--- src/rtl/core/rpl_pkg.sv ---
// rpl_pkg: shared types and constants of the regex pattern lexer.
// Holds the byte and token transfer structs, the lexer mode enum and token codes.
// No dependencies.
package rpl_pkg;

	// saturating width of the brace count
	localparam int COUNT_BITS = 16;

	// token kinds
	localparam logic [2:0] TK_CHAR = 3'd0;
	localparam logic [2:0] TK_ESC  = 3'd1;
	localparam logic [2:0] TK_OP   = 3'd2;
	localparam logic [2:0] TK_SKIP = 3'd3;
	localparam logic [2:0] TK_INT  = 3'd4;
	localparam logic [2:0] TK_EOE  = 3'd5;

	// error codes
	localparam logic [1:0] ERR_NONE = 2'd0;
	localparam logic [1:0] ERR_ESC  = 2'd1;
	localparam logic [1:0] ERR_HEX  = 2'd2;
	localparam logic [1:0] ERR_SKIP = 2'd3;

	// special bytes
	localparam logic [7:0] CH_CARET  = 8'h5e;
	localparam logic [7:0] CH_DOLLAR = 8'h24;
	localparam logic [7:0] CH_BSLASH = 8'h5c;
	localparam logic [7:0] CH_X      = 8'h78;
	localparam logic [7:0] CH_BANG   = 8'h21;
	localparam logic [7:0] CH_EQUALS = 8'h3d;

	// results per byte
	localparam int MAX_RES = 3;

	typedef enum logic [2:0] {
		MODE_NORMAL = 3'd0,
		MODE_ESC    = 3'd1,
		MODE_HEX1   = 3'd2,
		MODE_HEX2   = 3'd3,
		MODE_PAREN  = 3'd4,
		MODE_QMARK  = 3'd5,
		MODE_DRAIN  = 3'd6
	} mode_t;

	typedef struct packed {
		logic [7:0] char_in;
		logic       last_char;
	} char_t;

	typedef struct packed {
		logic [2:0]  token_kind;
		logic [15:0] token_value;
		logic [1:0]  error_code;
		logic        last_token;
	} token_t;

	// results of one byte, packed to the low slots
	typedef struct packed {
		logic [1:0]           cnt;
		token_t [MAX_RES-1:0] tok;
	} bundle_t;

endpackage

--- src/rtl/core/rpl_lexer.sv ---
// rpl_lexer: lexer state registers and combinational byte decode.
// Produces up to three tokens per accepted byte as one bundle.
// Depends on rpl_pkg.
module rpl_lexer (
	input  logic            clk,
	input  logic            arst_n,
	input  logic            accept,
	input  rpl_pkg::char_t  char_data,
	output rpl_pkg::bundle_t res
);

	localparam int CW = rpl_pkg::COUNT_BITS;

	rpl_pkg::mode_t mode_q, mode_n;
	logic [7:0]     prev_q, prev_n;
	logic           start_q, start_n;
	logic           class_q, class_n;
	logic           brace_q, brace_n;
	logic           pend_q, pend_n;
	logic [CW-1:0]  num_q, num_n;
	logic [3:0]     hexh_q, hexh_n;

	function automatic logic [4:0] hex_digit(input logic [7:0] c);
		// bit 4 flags a valid digit
		logic [4:0] r;
		r = 5'd0;
		if (c >= "0" && c <= "9")
			r = {1'b1, 4'(c - 8'h30)};
		else if (c >= "a" && c <= "f")
			r = {1'b1, 4'(c - 8'h57)};
		else if (c >= "A" && c <= "F")
			r = {1'b1, 4'(c - 8'h37)};
		return r;
	endfunction

	always_comb begin
		logic [7:0]     c;
		logic           last;
		logic           do_norm;
		logic           main_v;
		rpl_pkg::token_t main_t;
		logic [1:0]     err;
		logic           eoe_v;
		rpl_pkg::token_t eoe_t;
		logic           flush;
		rpl_pkg::token_t int_t;
		logic [4:0]     hd;
		logic [CW+3:0]  wide;
		logic [CW+15:0] numx;
		logic [1:0]     k;

		c       = char_data.char_in;
		last    = char_data.last_char;
		mode_n  = mode_q;
		prev_n  = prev_q;
		start_n = start_q;
		class_n = class_q;
		brace_n = brace_q;
		pend_n  = pend_q;
		num_n   = num_q;
		hexh_n  = hexh_q;
		do_norm = 1'b0;
		main_v  = 1'b0;
		main_t  = '{token_kind: rpl_pkg::TK_CHAR, token_value: {8'd0, c},
			error_code: rpl_pkg::ERR_NONE, last_token: 1'b0};
		err     = rpl_pkg::ERR_NONE;
		eoe_v   = 1'b0;
		eoe_t   = '{token_kind: rpl_pkg::TK_EOE, token_value: 16'd0,
			error_code: rpl_pkg::ERR_NONE, last_token: 1'b1};
		hd      = hex_digit(c);
		wide    = ({4'd0, num_q} << 3) + ({4'd0, num_q} << 1) + (CW+4)'(c - 8'h30);
		numx    = {16'd0, num_q};
		int_t   = '{token_kind: rpl_pkg::TK_INT, token_value: numx[15:0],
			error_code: rpl_pkg::ERR_NONE, last_token: 1'b0};
		flush   = 1'b0;

		if (mode_q == rpl_pkg::MODE_DRAIN) begin
			// skipping to end of pattern after an error
		end else begin
			flush = pend_q && (c == "," || c == "}");
			if (flush) begin
				pend_n = 1'b0;
				num_n  = '0;
			end
			unique case (mode_q)
				rpl_pkg::MODE_ESC: begin
					mode_n = rpl_pkg::MODE_NORMAL;
					unique case (c)
						"(", ")", "[", "]", "+", "*", "?", ".", rpl_pkg::CH_BSLASH,
						"|", rpl_pkg::CH_CARET, rpl_pkg::CH_DOLLAR, "{", "}", "-":
							main_v = 1'b1;
						"n": begin main_v = 1'b1; main_t.token_value = 16'd10; end
						"t": begin main_v = 1'b1; main_t.token_value = 16'd9;  end
						"r": begin main_v = 1'b1; main_t.token_value = 16'd13; end
						"v": begin main_v = 1'b1; main_t.token_value = 16'd11; end
						"f": begin main_v = 1'b1; main_t.token_value = 16'd12; end
						"e", "w", "W", "d", "D", "s", "S", "a", "A", "l", "L", "u", "U":
						begin
							main_v = 1'b1;
							main_t.token_kind = rpl_pkg::TK_ESC;
						end
						rpl_pkg::CH_X: mode_n = rpl_pkg::MODE_HEX1;
						default: err = rpl_pkg::ERR_ESC;
					endcase
				end
				rpl_pkg::MODE_HEX1: begin
					if (!hd[4]) begin
						err = rpl_pkg::ERR_HEX;
					end else begin
						hexh_n = hd[3:0];
						mode_n = rpl_pkg::MODE_HEX2;
					end
				end
				rpl_pkg::MODE_HEX2: begin
					if (!hd[4]) begin
						err = rpl_pkg::ERR_HEX;
					end else begin
						main_v = 1'b1;
						main_t.token_value = {8'd0, hexh_q, hd[3:0]};
						mode_n = rpl_pkg::MODE_NORMAL;
					end
				end
				rpl_pkg::MODE_QMARK: begin
					if (c == rpl_pkg::CH_BANG || c == rpl_pkg::CH_EQUALS) begin
						main_v = 1'b1;
						main_t.token_kind = rpl_pkg::TK_SKIP;
						mode_n = rpl_pkg::MODE_NORMAL;
					end else begin
						err = rpl_pkg::ERR_SKIP;
					end
				end
				rpl_pkg::MODE_PAREN: begin
					if (c == "?") begin
						mode_n = rpl_pkg::MODE_QMARK;
					end else begin
						mode_n  = rpl_pkg::MODE_NORMAL;
						do_norm = 1'b1;
					end
				end
				default: begin
					// normal mode, and the unused code 7 behaves the same
					mode_n  = rpl_pkg::MODE_NORMAL;
					do_norm = 1'b1;
				end
			endcase

			if (do_norm) begin
				unique case (c)
					rpl_pkg::CH_CARET: begin
						main_v = 1'b1;
						if (start_q || prev_q == "[") main_t.token_kind = rpl_pkg::TK_OP;
					end
					rpl_pkg::CH_DOLLAR: begin
						main_v = 1'b1;
						if (last) main_t.token_kind = rpl_pkg::TK_OP;
					end
					".": begin
						main_v = 1'b1;
						if (!class_q) main_t.token_kind = rpl_pkg::TK_ESC;
					end
					rpl_pkg::CH_BSLASH: mode_n = rpl_pkg::MODE_ESC;
					"[", "]": begin
						class_n = (c == "[");
						main_v  = 1'b1;
						main_t.token_kind = rpl_pkg::TK_OP;
					end
					"-": begin
						main_v = 1'b1;
						if (class_q) main_t.token_kind = rpl_pkg::TK_OP;
					end
					",": begin
						main_v = 1'b1;
						if (brace_q) main_t.token_kind = rpl_pkg::TK_OP;
					end
					"|", "(", ")", "{", "}", "+", "*", "?": begin
						if (c == "(") mode_n = rpl_pkg::MODE_PAREN;
						brace_n = (c == "{");
						main_v  = 1'b1;
						if (!class_q) main_t.token_kind = rpl_pkg::TK_OP;
					end
					"0", "1", "2", "3", "4", "5", "6", "7", "8", "9": begin
						if (!brace_q) begin
							main_v = 1'b1;
						end else begin
							pend_n = 1'b1;
							// saturate when ten times the count plus digit overflows
							if (wide[CW+3:CW] != 4'd0) num_n = '1;
							else num_n = wide[CW-1:0];
						end
					end
					default: main_v = 1'b1;
				endcase
			end

			if (err != rpl_pkg::ERR_NONE) begin
				main_v = 1'b0;
				eoe_v  = 1'b1;
				eoe_t.token_value = {8'd0, c};
				eoe_t.error_code  = err;
				mode_n = rpl_pkg::MODE_DRAIN;
			end else begin
				prev_n  = c;
				start_n = 1'b0;
				if (last) begin
					eoe_v = 1'b1;
					if (mode_n != rpl_pkg::MODE_NORMAL) begin
						eoe_t.token_value = {8'd0, c};
						eoe_t.error_code  = (mode_n == rpl_pkg::MODE_ESC) ?
							rpl_pkg::ERR_ESC : rpl_pkg::ERR_HEX;
					end
				end
			end
		end

		// last byte always returns the lexer to its reset state
		if (last) begin
			mode_n  = rpl_pkg::MODE_NORMAL;
			prev_n  = 8'd0;
			start_n = 1'b1;
			class_n = 1'b0;
			brace_n = 1'b0;
			pend_n  = 1'b0;
			num_n   = '0;
			hexh_n  = 4'd0;
		end

		// pack results in order: count flush, main token, end/error
		res.tok = {rpl_pkg::MAX_RES{eoe_t}};
		k = 2'd0;
		if (flush) begin
			res.tok[k] = int_t;
			k = k + 2'd1;
		end
		if (main_v) begin
			res.tok[k] = main_t;
			k = k + 2'd1;
		end
		if (eoe_v) begin
			res.tok[k] = eoe_t;
			k = k + 2'd1;
		end
		res.cnt = k;
	end

	always_ff @(posedge clk or negedge arst_n) begin
		if (!arst_n) begin
			mode_q  <= rpl_pkg::MODE_NORMAL;
			prev_q  <= 8'd0;
			start_q <= 1'b1;
			class_q <= 1'b0;
			brace_q <= 1'b0;
			pend_q  <= 1'b0;
			num_q   <= '0;
			hexh_q  <= 4'd0;
		end else if (accept) begin
			mode_q  <= mode_n;
			prev_q  <= prev_n;
			start_q <= start_n;
			class_q <= class_n;
			brace_q <= brace_n;
			pend_q  <= pend_n;
			num_q   <= num_n;
			hexh_q  <= hexh_n;
		end
	end

endmodule

--- src/rtl/core/regex_pattern_lexer_top.sv ---
// Regex pattern lexer, top level: byte transfers in, token transfers out.
// Tokens of an accepted byte go to the bundle buffer, then to the output register.
// Throughput: one byte per cycle while each byte gives at most one token and the token
// side is not stalled; more tokens from a byte drain one a cycle and stall the input.
// Reset: arst_n asynchronously empties the token buffers and returns the lexer
// to its start-of-pattern state.
module regex_pattern_lexer_top (
	input  logic            clk,
	input  logic            arst_n,
	input  logic            char_valid,
	output logic            char_stall,
	input  rpl_pkg::char_t  char_data,
	output logic            token_valid,
	input  logic            token_stall,
	output rpl_pkg::token_t token_data
);

	logic             accept;
	logic             out_free;
	logic             pop;
	rpl_pkg::bundle_t res;

	// tokens of the last accepted byte still waiting for the output register
	logic [1:0]                    cnt_q;
	rpl_pkg::token_t [rpl_pkg::MAX_RES-1:0] slot_q;

	logic            out_valid_q;
	rpl_pkg::token_t out_q;

	// output register can load when empty or when its token leaves this cycle
	assign out_free = !out_valid_q || !token_stall;
	assign pop      = out_free && (cnt_q != 2'd0);

	// a new byte is taken once the pending bundle drains, at the latest this cycle
	assign char_stall = (cnt_q > 2'd1) || ((cnt_q == 2'd1) && !out_free);
	assign accept     = char_valid && !char_stall;

	rpl_lexer u_lexer (
		.clk       (clk),
		.arst_n    (arst_n),
		.accept    (accept),
		.char_data (char_data),
		.res       (res)
	);

	// bundle buffer: reload on accept, otherwise shift down by one per transfer
	always_ff @(posedge clk or negedge arst_n) begin
		if (!arst_n) begin
			cnt_q <= 2'd0;
		end else if (accept) begin
			cnt_q <= res.cnt;
		end else if (pop) begin
			cnt_q <= cnt_q - 2'd1;
		end
	end

	always_ff @(posedge clk) begin
		if (accept) begin
			slot_q <= res.tok;
		end else if (pop) begin
			slot_q[0] <= slot_q[1];
			slot_q[1] <= slot_q[2];
		end
	end

	// output register parts the token port from the lexer
	always_ff @(posedge clk or negedge arst_n) begin
		if (!arst_n) begin
			out_valid_q <= 1'b0;
		end else if (out_free) begin
			out_valid_q <= (cnt_q != 2'd0);
		end
	end

	always_ff @(posedge clk) begin
		if (pop) begin
			out_q <= slot_q[0];
		end
	end

	assign token_valid = out_valid_q;
	assign token_data  = out_q;

endmodule

--- config.mk ---
export PLATFORM = sky130hd
export DESIGN_NAME = regex_pattern_lexer_top
export DESIGN_NICKNAME = d
export VERILOG_FILES = /design/src/rtl/core/rpl_pkg.sv /design/src/rtl/core/rpl_lexer.sv /design/src/rtl/core/regex_pattern_lexer_top.sv
export SDC_FILE = /design/constraint.sdc
export NUM_CORES = 1
export LEC_CHECK = 0
export ABC_AREA = 1
export BUFFER_PORTS_ARGS = -buffer_cell sky130_fd_sc_hd__clkbuf_2
export CAP_MARGIN = 20
export CORE_MARGIN = 2
export CORE_UTILIZATION = 62
export CTS_CLUSTER_SIZE = 25
export DETAILED_ROUTE_END_ITERATION = 7
export PLACE_DENSITY = 0.91
export REMOVE_ABC_BUFFERS = 1
export SLEW_MARGIN = 20
export SYNTH_ARGS = -nofsm -noshare
export SYNTH_HDL_FRONTEND = slang
export SYNTH_SLANG_ARGS = --single-unit
--- constraint.sdc ---
create_clock -name clk -period 3.5 [get_ports clk]
set_input_delay 0.175 -clock clk [delete_from_list [all_inputs] [get_ports clk]]
set_output_delay 0.175 -clock clk [all_outputs]
set_load 0.005 [all_outputs]
==> summary.txt, run 1 <==
Critical path
  • Worst-path maximum fanout: 16
  • Most Frequent Cell on Critical Path: nand2_1
  • Worst path slowest cell: fa_1
  • WP data arrival: 3500 ps
  • CP Data Required Time: 3730 ps
  • CP Capture Type: register
  • Critical path class: reg -> reg
  • CP startpoint kind: register
  • CP Cell Sequence: inv_1 -> fa_1 -> inv_1 -> ha_1 -> a21o_1 -> a21oi_1 -> nor2_1 -> nor2_1 -> nand2_1 -> a21oi_1 -> xor2_1 -> nand2_1 -> nor2_2 -> buf_12 -> nand2_1 -> nand2_1 -> o21ai_0
  • Critical path's largest stage delay: 560 ps

Timing
  • Setup TNS: 0 ps
  • Max Freq: 306 MHz
  • Fin Hold WS: -30.2 ps
  • Normalized max-slew margin: 29.6%
  • Final number of max-transition violations: 0
  • Final period util: 93.3%
  • Final setup viols: 0
  • Setup ws final: 235 ps
  • Worst Tran Pin Value: 1060 ps
  • Tmin final: 3270 ps
  • Clock Skew: 5.62 ps
  • RSZ-0062 raised after global routing: false
  • Final Hold Viols: 37

Logic synthesis
  • Library cells used by synthesis: 49
  • Synthesized area: 7840 um2
  • Commonest cells in the netlist: 284 x nand2_1, 125 x nor2_1, 113 x inv_1, 67 x edfxtp_1, 63 x nand3_1
  • Synth top area share: 25.7%
  • Async S/R FF share, synth: 36.2%
  • Synth area leaders: edfxtp_1 26%, nand2_1 14%, dfrtp_1 12%, ha_1 6.1%, nor2_1 6.0%
  • Flops & latches, synth: 105
  • Cell with the most instances after synthesis: nand2_1
  • Post-synth top area cell: edfxtp_1
  • Top FF cell, synth: edfxtp_1
  • Synthesized instance count: 1041
  • EDFF count, synth: 67
  • Register area share after synthesis: 37.8%
  • Avg Cell Area, Syn: 7.53 um2
  • Yosys warns: 0

Cells and area
  • Multi-input gate area: 4230 um2
  • Antenna Cells: 0
  • Flip-flop and latch area: 2960 um2
  • Filler cell count: 989
  • Fin util: 69.5%
  • Layout cells sized above 1: 14.5%
  • Final nets: 1154
  • Synth-to-layout area growth: 10.6%

Clock tree
  • Num CTS Buffers: 9
  • Htree depth: 3
  • CTS tree: built
  • Post-CTS Setup Inserts: 0
  • Clk slew on worst S/H paths: 70 ps
  • Post-CTS resize count: 0
  • Clock tree buffer depth: 2
  • CTS root buf: clkbuf_16
  • Hold Buf Count CTS: 0
  • Sink Count: 105
  • Clk_lat worst skew: 350 ps

Global route
  • Met1 Use GR: 42.6%
  • Met2 usage: 53.2%
  • GRT Overall Usage: 32.7%
  • Vias in the first global route: 6921
  • GR Layer Usage met3: 4.93%
  • First-pass GRT wire length: 34200 um
  • Initial antenna violation count: 0
  • Global route overflow: 0
  • GRT Max-Usage Layer: met2
  • Largest net degree at the start of global routing: 39

Floorplan
  • Die area: 13600 um2
  • Die height: 116 um
  • Core box area: 12500 um2
  • Row count: 41
  • Initial Util: 62.9%
  • Die W: 116 um
  • Io pins: 37

Detailed routing
  • Routed wire per std cell: 16.7 um
  • Routed WL: 21100 um
  • Initial DRC Count: 971
  • Drt drc: 0
  • Detail Route Antenna Nets: 0
  • Vias: 7354
  • Vias per cell: 5.81
  • DRT Pass-1 Iters: 5

Power and ir drop
  • Seq pwr share: 41.3%
  • Sw power: 1.80 mW
  • Clock network fraction of total power: 23.6%
  • Sw Ratio: 36.0%
  • Pwr per Cell Area: 576 nW/um2
  • Logic pwr share: 35.1%
  • P_leak: 4.09 nW
  • Int Pwr: 3.19 mW
  • Maximum vdd drop: 0.000290 V

Status
  • Outcome: finished with violations
  • Failing checks: negative hold slack

Placement
  • Dpl ws: 7.44 ps
  • I/O Buffers: 36
  • Placer congestion estimate: 1.00
  • Post-DP HPWL: 15400 um

Min path
  • Worst Hold Class: in -> async

Job
  • Max Cap Violations: 0
==> power by group through the flow <==
stage          sequential [mW]  combinational (mW)  clock [mW]
2_1_floorplan             2.07                1.12           0
3_3_place_gp              2.06                1.64           0
3_5_place_dp              2.08                1.70           0
4_1_cts                   2.07                1.73        1.17
5_1_grt                   2.11                1.96        1.22
6_report                  2.06                1.75        1.18
==> worst paths after layout <==
path / startpoint / depth (start not counted) / endpoint / slack [ps]
min reg2reg: slot_q[19] / 0 / token_data[19] / 420
max in group asynchronous: arst_n / 1 / u_lexer.mode_q[0] / 2930
max reg2reg: u_lexer.num_q[4] / 17 / u_lexer.num_q[1] / 230
max: u_lexer.num_q[4] / 17 / u_lexer.num_q[1] / 230
min: arst_n / 1 / u_lexer.num_q[13] / -30
min in group clk: token_stall / 3 / token_valid / 40
==> routing by layer <==
metal  wire length, um  vias up
li1                  -     3474
met1              8080     3358
met2             10100      438
met3              2010       84
met4               952        0
met5                 0        -
==> registers in the layout, summed over array words and instances (netlist names) <==
| name | count |
|---|---|
| u_lexer.class_q | 1 |
| u_lexer.start_q | 1 |
| u_lexer.hexh_q | 4 |
| cnt_q | 2 |
| u_lexer.pend_q | 1 |
| token_data | 22 |
| u_lexer.prev_q | 8 |
| token_valid | 1 |
| u_lexer.num_q | 16 |
| slot_q | 45 |
| u_lexer.brace_q | 1 |
| u_lexer.mode_q | 3 |
==> cells by family (layout without fill, tap and decap cells) <==
| logic type | after synthesis | count (layout) | synth area share, % |
|---|---|---|---|
| adders and majority gates | 53 | 53 | 9.90 |
| xor gates and xnor gates | 13 | 13 | 1.45 |
| buffers and inverters | 158 | 210 | 8.19 |
| DFF | 105 | 105 | 37.8 |
| AOI/OAI and AO/OA | 154 | 154 | 11.1 |
| and+or+nand+nor | 558 | 558 | 31.6 |
==> final cells by class <==
cell class / instances / share of cell area [%]
inverters: 130 / 5.63
well taps: 172 / 2.48
multi-input cells: 778 / 48.9
flip-flops and latches: 105 / 34.2
repair buffers: 64 / 4.79
clock buffers: 9 / 2.60
clock inverters: 7 / 1.43
==> stage by stage <==
| step | total power [mW] | hold slack (ps) | std cells | cell area [um2] |
|---|---|---|---|---|
| after floorplan | 3.19 | -121 | 1013 | 7680 |
| after global placement | 3.69 | 388 | 1249 | 8320 |
| after detailed placement | 3.78 | 403 | 1249 | 8320 |
| after CTS | 4.96 | 32.0 | 1265 | 8670 |
| after global routing | 5.29 | 28.5 | 1265 | 8670 |
| final | 4.99 | -30.2 | 1265 | 8670 |
==> worst max-delay path: cells and delay by family (launching register included) <==
kind | cells | cell delay (ps)
AOI/OAI and AO/OA | 4 | 700
xor gates and xnor gates | 1 | 180
adders and majority gates | 2 | 920
buffers and inverters | 3 | 350
DFF | 1 | 370
and+or+nand+nor | 7 | 630
==> cells in the final DEF, fill, tap and decap left out, drive strengths merged <==
cell type,n
a221o,1
a21boi,1
clkinv,2
xor2,10
fa,15
o22ai,11
clkbuf,44
nand2,299
edfxtp,67
o21bai,1
dfstp,1
a211oi,2
nand4,6
nor2,147
nand3b,1
o311ai,2
o21a,7
nor3,16
or2,7
a31oi,2
nor4,2
and3,1
a21o,3
a21oi,62
xnor2,3
o21ai,55
ha,38
nand3,76
bufinv,3
nor3b,3
dfrtp,37
o31ai,2
o2111ai,1
buf,29
o211ai,4
inv,132
Power figures use the tool's default switching activity.
==> run 2, diff against run 1 <==
==> constraint.sdc (replaced) <==
create_clock -name clk -period 4.15 [get_ports clk]
set_input_delay 0.2075 -clock clk [delete_from_list [all_inputs] [get_ports clk]]
set_output_delay 0.2075 -clock clk [all_outputs]
set_load 0.005 [all_outputs]
==> run 2 against run 1 <==
Critical endpoint unchanged. Largest cell class unchanged. Highest routed layer unchanged. Critical path depth is 4 higher. Sequential share of layout area is 0.68 points higher. Wire length is 2.6% higher. Clock skew is 4.3 ps higher. Critical path type is now in -> reg. Clock-buffer cell count stayed put. Die area stayed put. The run now ends clean. Utilization is 1.4 points lower. Register-to-register slack better by 640 ps.
==> summary.txt, run 2 (synthesis results as in run 1) <==
Status
  • Outcome: finished, final reports clean

Timing
  • Worst Tran Pin Value: 617 ps (-438 ps)
  • Tmin final: 3590 ps
  • Setup TNS: 0 ps (unchanged)
  • Final period util: 86.5%
  • Final number of max-transition violations: 0 (unchanged)
  • RSZ-0062 raised after global routing: false
  • Clock Skew: 9.90 ps (+4.28 ps)
  • Normalized max-slew margin: 58.7% (+29 points)
  • Final Hold Viols: 0 (-100%)
  • Max Freq: 278 MHz
  • Final setup viols: 0 (unchanged)

Critical path
  • Worst reg2reg setup slack: 870 ps (+640 ps)
  • CP Data Required Time: 4360 ps (+630 ps)
  • CP Capture Type: register
  • Worst path slowest cell: fa_1
  • CP startpoint kind: input port
  • CP Cell Sequence: clkbuf_2 -> ha_1 -> inv_1 -> nand2_1 -> inv_1 -> fa_1 -> ha_1 -> nand2_1 -> inv_1 -> a21oi_1 -> nor2_1 -> nor2_1 -> nand2_1 -> a21oi_1 -> xor2_1 -> nand2_1 -> nor2_2 -> buf_4 -> nand2_1 -> nand2_1 -> o21ai_0
  • WP data arrival: 3800 ps (+300 ps)
  • CP bufs+invs: 5 (+2)
  • Most Frequent Cell on Critical Path: nand2_1
  • Critical path class: in -> reg
  • Crit-path leading delay family: adder cells
  • Worst Reg-to-Reg Cells: 17 (unchanged)
  • Worst R2R End: u_lexer.num_q[1]
  • Worst-path maximum fanout: 16 (unchanged)
  • R2R Path Start: u_lexer.num_q[3]
  • Critical path's largest stage delay: 530 ps (-30 ps)

Floorplan
  • Row count: 41 (unchanged)
  • Die W: 116 um (unchanged)
  • Initial Util: 62.9% (unchanged)
  • Io pins: 37 (unchanged)
  • Die height: 116 um (unchanged)
  • Core box area: 12500 um2 (unchanged)
  • Die area: 13600 um2 (unchanged)

Cells and area
  • Largest Register: slot_q
  • Number of flip-flops in the largest register: 45 (unchanged)
  • Commonest cells after routing, fill and taps aside: 284 x nand2_1, 124 x nor2_1, 113 x inv_1
  • Multi-input gate area: 4230 um2 (unchanged)
  • Layout cells sized above 1: 13.4% (-1.1 points)
  • Synth-to-layout area growth: 8.41%
  • Antenna Cells: 0 (unchanged)
  • Filler cell count: 1018 (+2.9%)
  • Layout Cells excl Fill: 1252 (-1.0%)
  • Flip-flop and latch area: 2960 um2 (unchanged)
  • Final nets: 1141 (-1.1%)
  • Leading cell type in the layout, fill and taps excluded: nand2_1

Placement
  • Placer congestion estimate: 0.987 (-1.4%)
  • I/O Buffers: 36 (unchanged)
  • Post-DP HPWL: 16200 um (+5.0%)
  • Placed insts: 1235 (-1.1%)

Global route
  • Initial antenna violation count: 0 (unchanged)
  • Global route overflow: 0 (unchanged)
  • Vias in the first global route: 6745 (-2.5%)
  • GRT Overall Usage: 33.0% (+0.26 points)
  • Largest net degree at the start of global routing: 43 (+10%)
  • First-pass GRT wire length: 34100 um (-0.44%)

Clock tree
  • CTS root buf: clkbuf_16
  • Clock tree buffer depth: 2 (unchanged)
  • Num CTS Buffers: 9 (unchanged)
  • Post-CTS Setup Inserts: 0 (unchanged)
  • Sink Count: 105 (unchanged)
  • Clk slew on worst S/H paths: 70 ps (about the same)
  • Htree depth: 3 (unchanged)
  • CTS tree: built
  • Clk_lat worst skew: 360 ps (about the same)

Min path
  • Hold Path Stages: 3
  • Worst Hold Class: in -> reg
  • Worst Hold Launch: token_stall
  • Worst hold path endpoint: token_valid

Power and ir drop
  • P_leak: 3.99 nW (-2.4%)
  • Maximum vdd drop: 0.000253 V (-13%)
  • Pwr per Cell Area: 479 nW/um2 (-17%)

Detailed routing
  • Drt drc: 0 (unchanged)
  • Routed WL: 21700 um (+2.6%)
  • Detail Route Antenna Nets: 0 (unchanged)
  • Vias per cell: 5.79 (-0.43%)
  • Initial DRC Count: 758 (-22%)
  • Routed wire per std cell: 17.3 um (+3.7%)
  • Vias: 7247 (-1.5%)
  • DRT Pass-1 Iters: 8 (+3)

Job
  • Max Cap Violations: 0 (unchanged)
## run 2: how the worst max path moves through the flow
stage	to	cells past startpoint	slack, ps	startpoint
floorplan	u_lexer.num_q[15]	19	860	char_data[5]
global placement	u_lexer.num_q[1]	20	450	char_data[5]
detailed placement	u_lexer.num_q[3]	21	290	char_data[5]
CTS	u_lexer.num_q[1]	21	630	char_data[5]
global route	u_lexer.num_q[1]	20	240	char_data[5]
finish	u_lexer.num_q[1]	21	560	char_data[5]
## run 2: per-layer routing
metal | vias up | wire, um | GRT usage [%] | part of all wire [%]
met5 | - | 0 | 0 | 0
met4 | 0 | 1090 | 17.5 | 5.0
met3 | 88 | 1650 | 4.77 | 7.6
met2 | 387 | 10500 | 55.8 | 48
met1 | 3314 | 8430 | 41.0 | 39
li1 | 3458 | - | - | -
## run 2: area by class of cell
type,instances,area share (%)
Tap cell,172,2.53
Clock buffer,9,2.65
Timing Repair Buffer,51,3.48
Inverter,130,5.74
Multi-Input combinational cell,778,49.8
Sequential cell,105,34.9
Clock inverter,7,0.884
## run 2: timing repair
item,CTS,global route
gates resized for setup,0,0
hold buffers,1,0
hold endpoints to repair,37,0
## run 2: power breakdown
group	leakage, nW	switching (mW)	total (mW)	internal [mW]
clock	0.145	0.429	0.861	0.431
combinational	2.68	1.01	1.47	0.462
sequential	1.17	0.123	1.74	1.62
## run 2: per-stage QoR
| stage | area (um2) | hold slack (ps) | utilization [%] | total power, mW | worst slack, ps |
|---|---|---|---|---|---|
| CTS | 8500 | 90.3 | 68.2 | 4.04 | 627 |
| global route | 8500 | 113 | 68.2 | 4.32 | 242 |
| global placement | 8190 | 305 | 65.7 | 3.11 | 452 |
| floorplan | 7680 | -88.1 | - | 2.69 | 861 |
| detailed placement | 8190 | 310 | 65.7 | 3.19 | 288 |
| finish | 8500 | 80.3 | 68.2 | 4.07 | 559 |
## run 2: worst min-delay path: stages
cell	delay, ps
clkbuf_2	80
nand2_1	60
nand2_1	60
==> run 3, diff against run 2 <==
--- a/config.mk
+++ b/config.mk
@@ -17,4 +17,5 @@
 export SLEW_MARGIN = 20
 export SYNTH_ARGS = -nofsm -noshare
 export SYNTH_HDL_FRONTEND = slang
+export SYNTH_HIERARCHICAL = 1
 export SYNTH_SLANG_ARGS = --single-unit
==> run 3 against run 2 <==
Largest power group unchanged. Sequential share of layout area up 3.0 points. Hold slack worse by 7.8 ps. Utilization up 0.79 points. Wire length up 0.67%. Critical path depth down 2. Clock power up 72%. Total power up 29%. Die area up 10%.
==> summary.txt, run 3 <==
Status
  • Outcome: finished, final reports clean

Timing
  • Final period util: 80.2% (-6.4 points)
  • Normalized max-slew margin: 34.9% (-24 points)
  • Clock Skew: 8.45 ps (-1.45 ps)
  • Max Freq: 301 MHz (+8.0%)
  • RSZ-0062 raised after global routing: false
  • Final setup viols: 0 (unchanged)
  • Setup TNS: 0 ps (unchanged)
  • Final Hold Viols: 0 (unchanged)
  • Tmin final: 3330 ps (-265 ps)
  • Worst Tran Pin Value: 973 ps (+356 ps)
  • Final number of max-transition violations: 0 (unchanged)

Logic synthesis
  • Synthesized instance count: 1141 (+9.6%)
  • Async S/R FF share, synth: 30.2% (-6.0 points)
  • Post-synth top area cell: edfxtp_1
  • Yosys warns: 6 (+6)
  • Synthesized area: 8660 um2 (+10%)
  • Synth area leaders: edfxtp_1 31%, nand2_1 18%, dfrtp_1 11%, ha_1 5.5%, inv_1 5.2%
  • Cell with the most instances after synthesis: nand2_1
  • Library cells used by synthesis: 39 (-20%)
  • EDFF count, synth: 88 (+31%)
  • Avg Cell Area, Syn: 7.59 um2 (+0.76%)
  • Commonest cells in the netlist: 409 x nand2_1, 120 x inv_1, 104 x nor2_1, 88 x edfxtp_1, 77 x nand3_1
  • Flops & latches, synth: 126 (+20%)
  • Synth top area share: 30.5% (+4.9 points)
  • Top FF cell, synth: edfxtp_1
  • Register area share after synthesis: 41.5% (+3.7 points)

Clock tree
  • Sink Count: 126 (+20%)
  • Num CTS Buffers: 17 (+8)
  • CTS root buf: clkbuf_16
  • Post-CTS Setup Inserts: 0 (unchanged)
  • Htree depth: 4 (+1)
  • Hold Buf Count CTS: 1 (unchanged)
  • Clk slew on worst S/H paths: 60 ps (about the same)
  • Post-CTS resize count: 0 (unchanged)
  • Clock tree buffer depth: 2 (unchanged)
  • Clk_lat worst skew: 430 ps (+70 ps)
  • CTS tree: built

Critical path
  • CP startpoint kind: input port
  • CP Capture Type: register
  • Most Frequent Cell on Critical Path: nand2_1
  • CP Cell Sequence: clkbuf_2 -> inv_1 -> ha_1 -> o21ai_0 -> nand3_1 -> nand2_2 -> nand2_1 -> inv_2 -> nand2_1 -> a21oi_1 -> nand3_1 -> nand2_1 -> inv_1 -> ha_1 -> nand3_2 -> nand4_1 -> o21ai_0 -> nand2_1 -> nand2_1
  • Critical path class: in -> reg
  • Worst path slowest cell: ha_1
  • CP Data Required Time: 4320 ps (-40 ps)
  • Worst-path maximum fanout: 11 (-5)
  • Worst Reg-to-Reg Cells: 17 (unchanged)
  • Worst R2R End: u_lexer/num_q[4]
  • Worst reg2reg setup slack: 930 ps (+60 ps)
  • R2R Path Start: u_lexer/num_q[2]
  • Critical path's largest stage delay: 340 ps (-190 ps)
  • WP data arrival: 3500 ps (-300 ps)

Global route
  • GRT Overall Usage: 31.0% (-2.0 points)
  • Initial antenna violation count: 0 (unchanged)
  • Met1 Use GR: 40.2% (-0.74 points)
  • GR Layer Usage met3: 6.79% (+2.0 points)
  • Met2 usage: 50.5% (-5.3 points)
  • Global route overflow: 0 (unchanged)
  • GRT Max-Usage Layer: met2
  • First-pass GRT wire length: 35800 um (+5.2%)
  • Vias in the first global route: 7517 (+11%)
  • Largest net degree at the start of global routing: 70 (+63%)

Placement
  • Placer congestion estimate: 0.983 (-0.40%)
  • Area after DPL: 8890 um2 (+8.6%)
  • Post-DP HPWL: 15500 um (-4.1%)
  • I/O Buffers: 36 (unchanged)

Floorplan
  • Core box area: 13800 um2 (+10%)
  • Row count: 43 (+4.9%)
  • Die W: 122 um (+4.9%)
  • Die height: 122 um (+4.9%)
  • Io pins: 37 (unchanged)
  • Die area: 14900 um2 (+10%)
  • Initial Util: 62.8% (about the same)

Power and ir drop
  • Sw power: 1.91 mW (+22%)
  • Seq pwr share: 41.4% (-1.3 points)
  • Sw Ratio: 36.4% (-2.0 points)
  • Logic pwr share: 30.5% (-5.6 points)
  • Maximum vdd drop: 0.000310 V (+23%)
  • Pwr per Cell Area: 553 nW/um2 (+15%)
  • P_leak: 4.65 nW (+16%)
  • Int Pwr: 3.34 mW (+33%)
  • Clock network fraction of total power: 28.1% (+7.0 points)
  • Overall Power: 5.25 mW (+29%)

Detailed routing
  • DRT Pass-1 Iters: 5 (-3)
  • Initial DRC Count: 927 (+22%)
  • Routed wire per std cell: 15.9 um (-7.9%)
  • Vias: 7879 (+8.7%)
  • Vias per cell: 5.76 (-0.57%)
  • Routed WL: 21800 um (+0.67%)
  • Detail Route Antenna Nets: 0 (unchanged)
  • Drt drc: 0 (unchanged)

Cells and area
  • Antenna Cells: 0 (unchanged)
  • Leading cell type in the layout, fill and taps excluded: nand2_1
  • Post-route cell area: 9500 um2 (+12%)
  • Layout cells sized above 1: 8.58% (-4.8 points)
  • Final nets: 1242 (+8.9%)
  • Multi-input gate area: 4310 um2 (+1.9%)
  • Synth-to-layout area growth: 9.71%
  • Filler cell count: 1116 (+9.6%)
  • Commonest cells after routing, fill and taps aside: 408 x nand2_1, 120 x inv_1, 104 x nor2_1
  • Flip-flop and latch area: 3590 um2 (+21%)
  • Largest Register: slot_q
  • Fin util: 68.9% (+0.79 points)
  • Number of flip-flops in the largest register: 66 (+47%)

Min path
  • Worst Hold Class: in -> reg
  • Hold Path Stages: 3 (unchanged)
  • Worst hold path endpoint: token_valid
  • Worst Hold Launch: token_stall

Job
  • Max Cap Violations: 0 (unchanged)
run 3: how the worst max path moves through the flow:
stage,startpoint,to
after global routing,char_data[1],slot_q[29]
final,char_data[1],slot_q[29]
after CTS,char_data[1],slot_q[29]
after detailed placement,char_data[1],slot_q[28]
after floorplan,char_data[2],slot_q[1]
after global placement,char_data[1],slot_q[28]
run 3: cells by family after synthesis:
kind of cell	after synthesis	synth area share [%]
buffers and inverters	179	9.44
adders and majority gates	53	8.96
AOI/OAI and AO/OA	135	8.75
DFF	126	41.5
xor gates and xnor gates	10	1.01
other	2	0.0868
and+or+nand+nor	636	30.2
run 3: through the flow:
stage               instances  setup WS [ps]  hold slack, ps
floorplan                1107            526           -88.1
global placement         1336            503             400
detailed placement       1336            513             406
CTS                      1369            910            65.3
global route             1369            445            89.8
finish                   1369            823            72.5
run 3: area by class of cell:
| type | instances | area share (%) |
|---|---|---|
| Clock buffer | 17 | 4.48 |
| Clock inverter | 15 | 1.79 |
| Inverter | 127 | 5.05 |
| Multi-Input combinational cell | 854 | 45.4 |
| Sequential cell | 126 | 37.9 |
| Tap cell | 180 | 2.37 |
| Timing Repair Buffer | 50 | 3.03 |
run 3: critical path: cells and delay by family:
family                     cells  cell delay, ps
AOI/OAI and AO/OA              3             570
adders and majority gates      2             610
buffers and inverters          4             680
and+or+nand+nor               10            1440
run 3: layer usage:
metal | vias up | routed length [um]
li1 | 3749 | -
met1 | 3643 | 8900
met3 | 58 | 1940
met5 | - | 0
met2 | 429 | 10400
met4 | 0 | 618
run 3: power by group through the flow:
stage | Clock (mW) | Sequential (mW) | Combinational, mW
2_1_floorplan | 0 | 2.17 | 1.03
3_3_place_gp | 0 | 2.16 | 1.50
3_5_place_dp | 0 | 2.19 | 1.55
4_1_cts | 1.49 | 2.18 | 1.58
5_1_grt | 1.55 | 2.22 | 1.79
6_report | 1.48 | 2.18 | 1.60
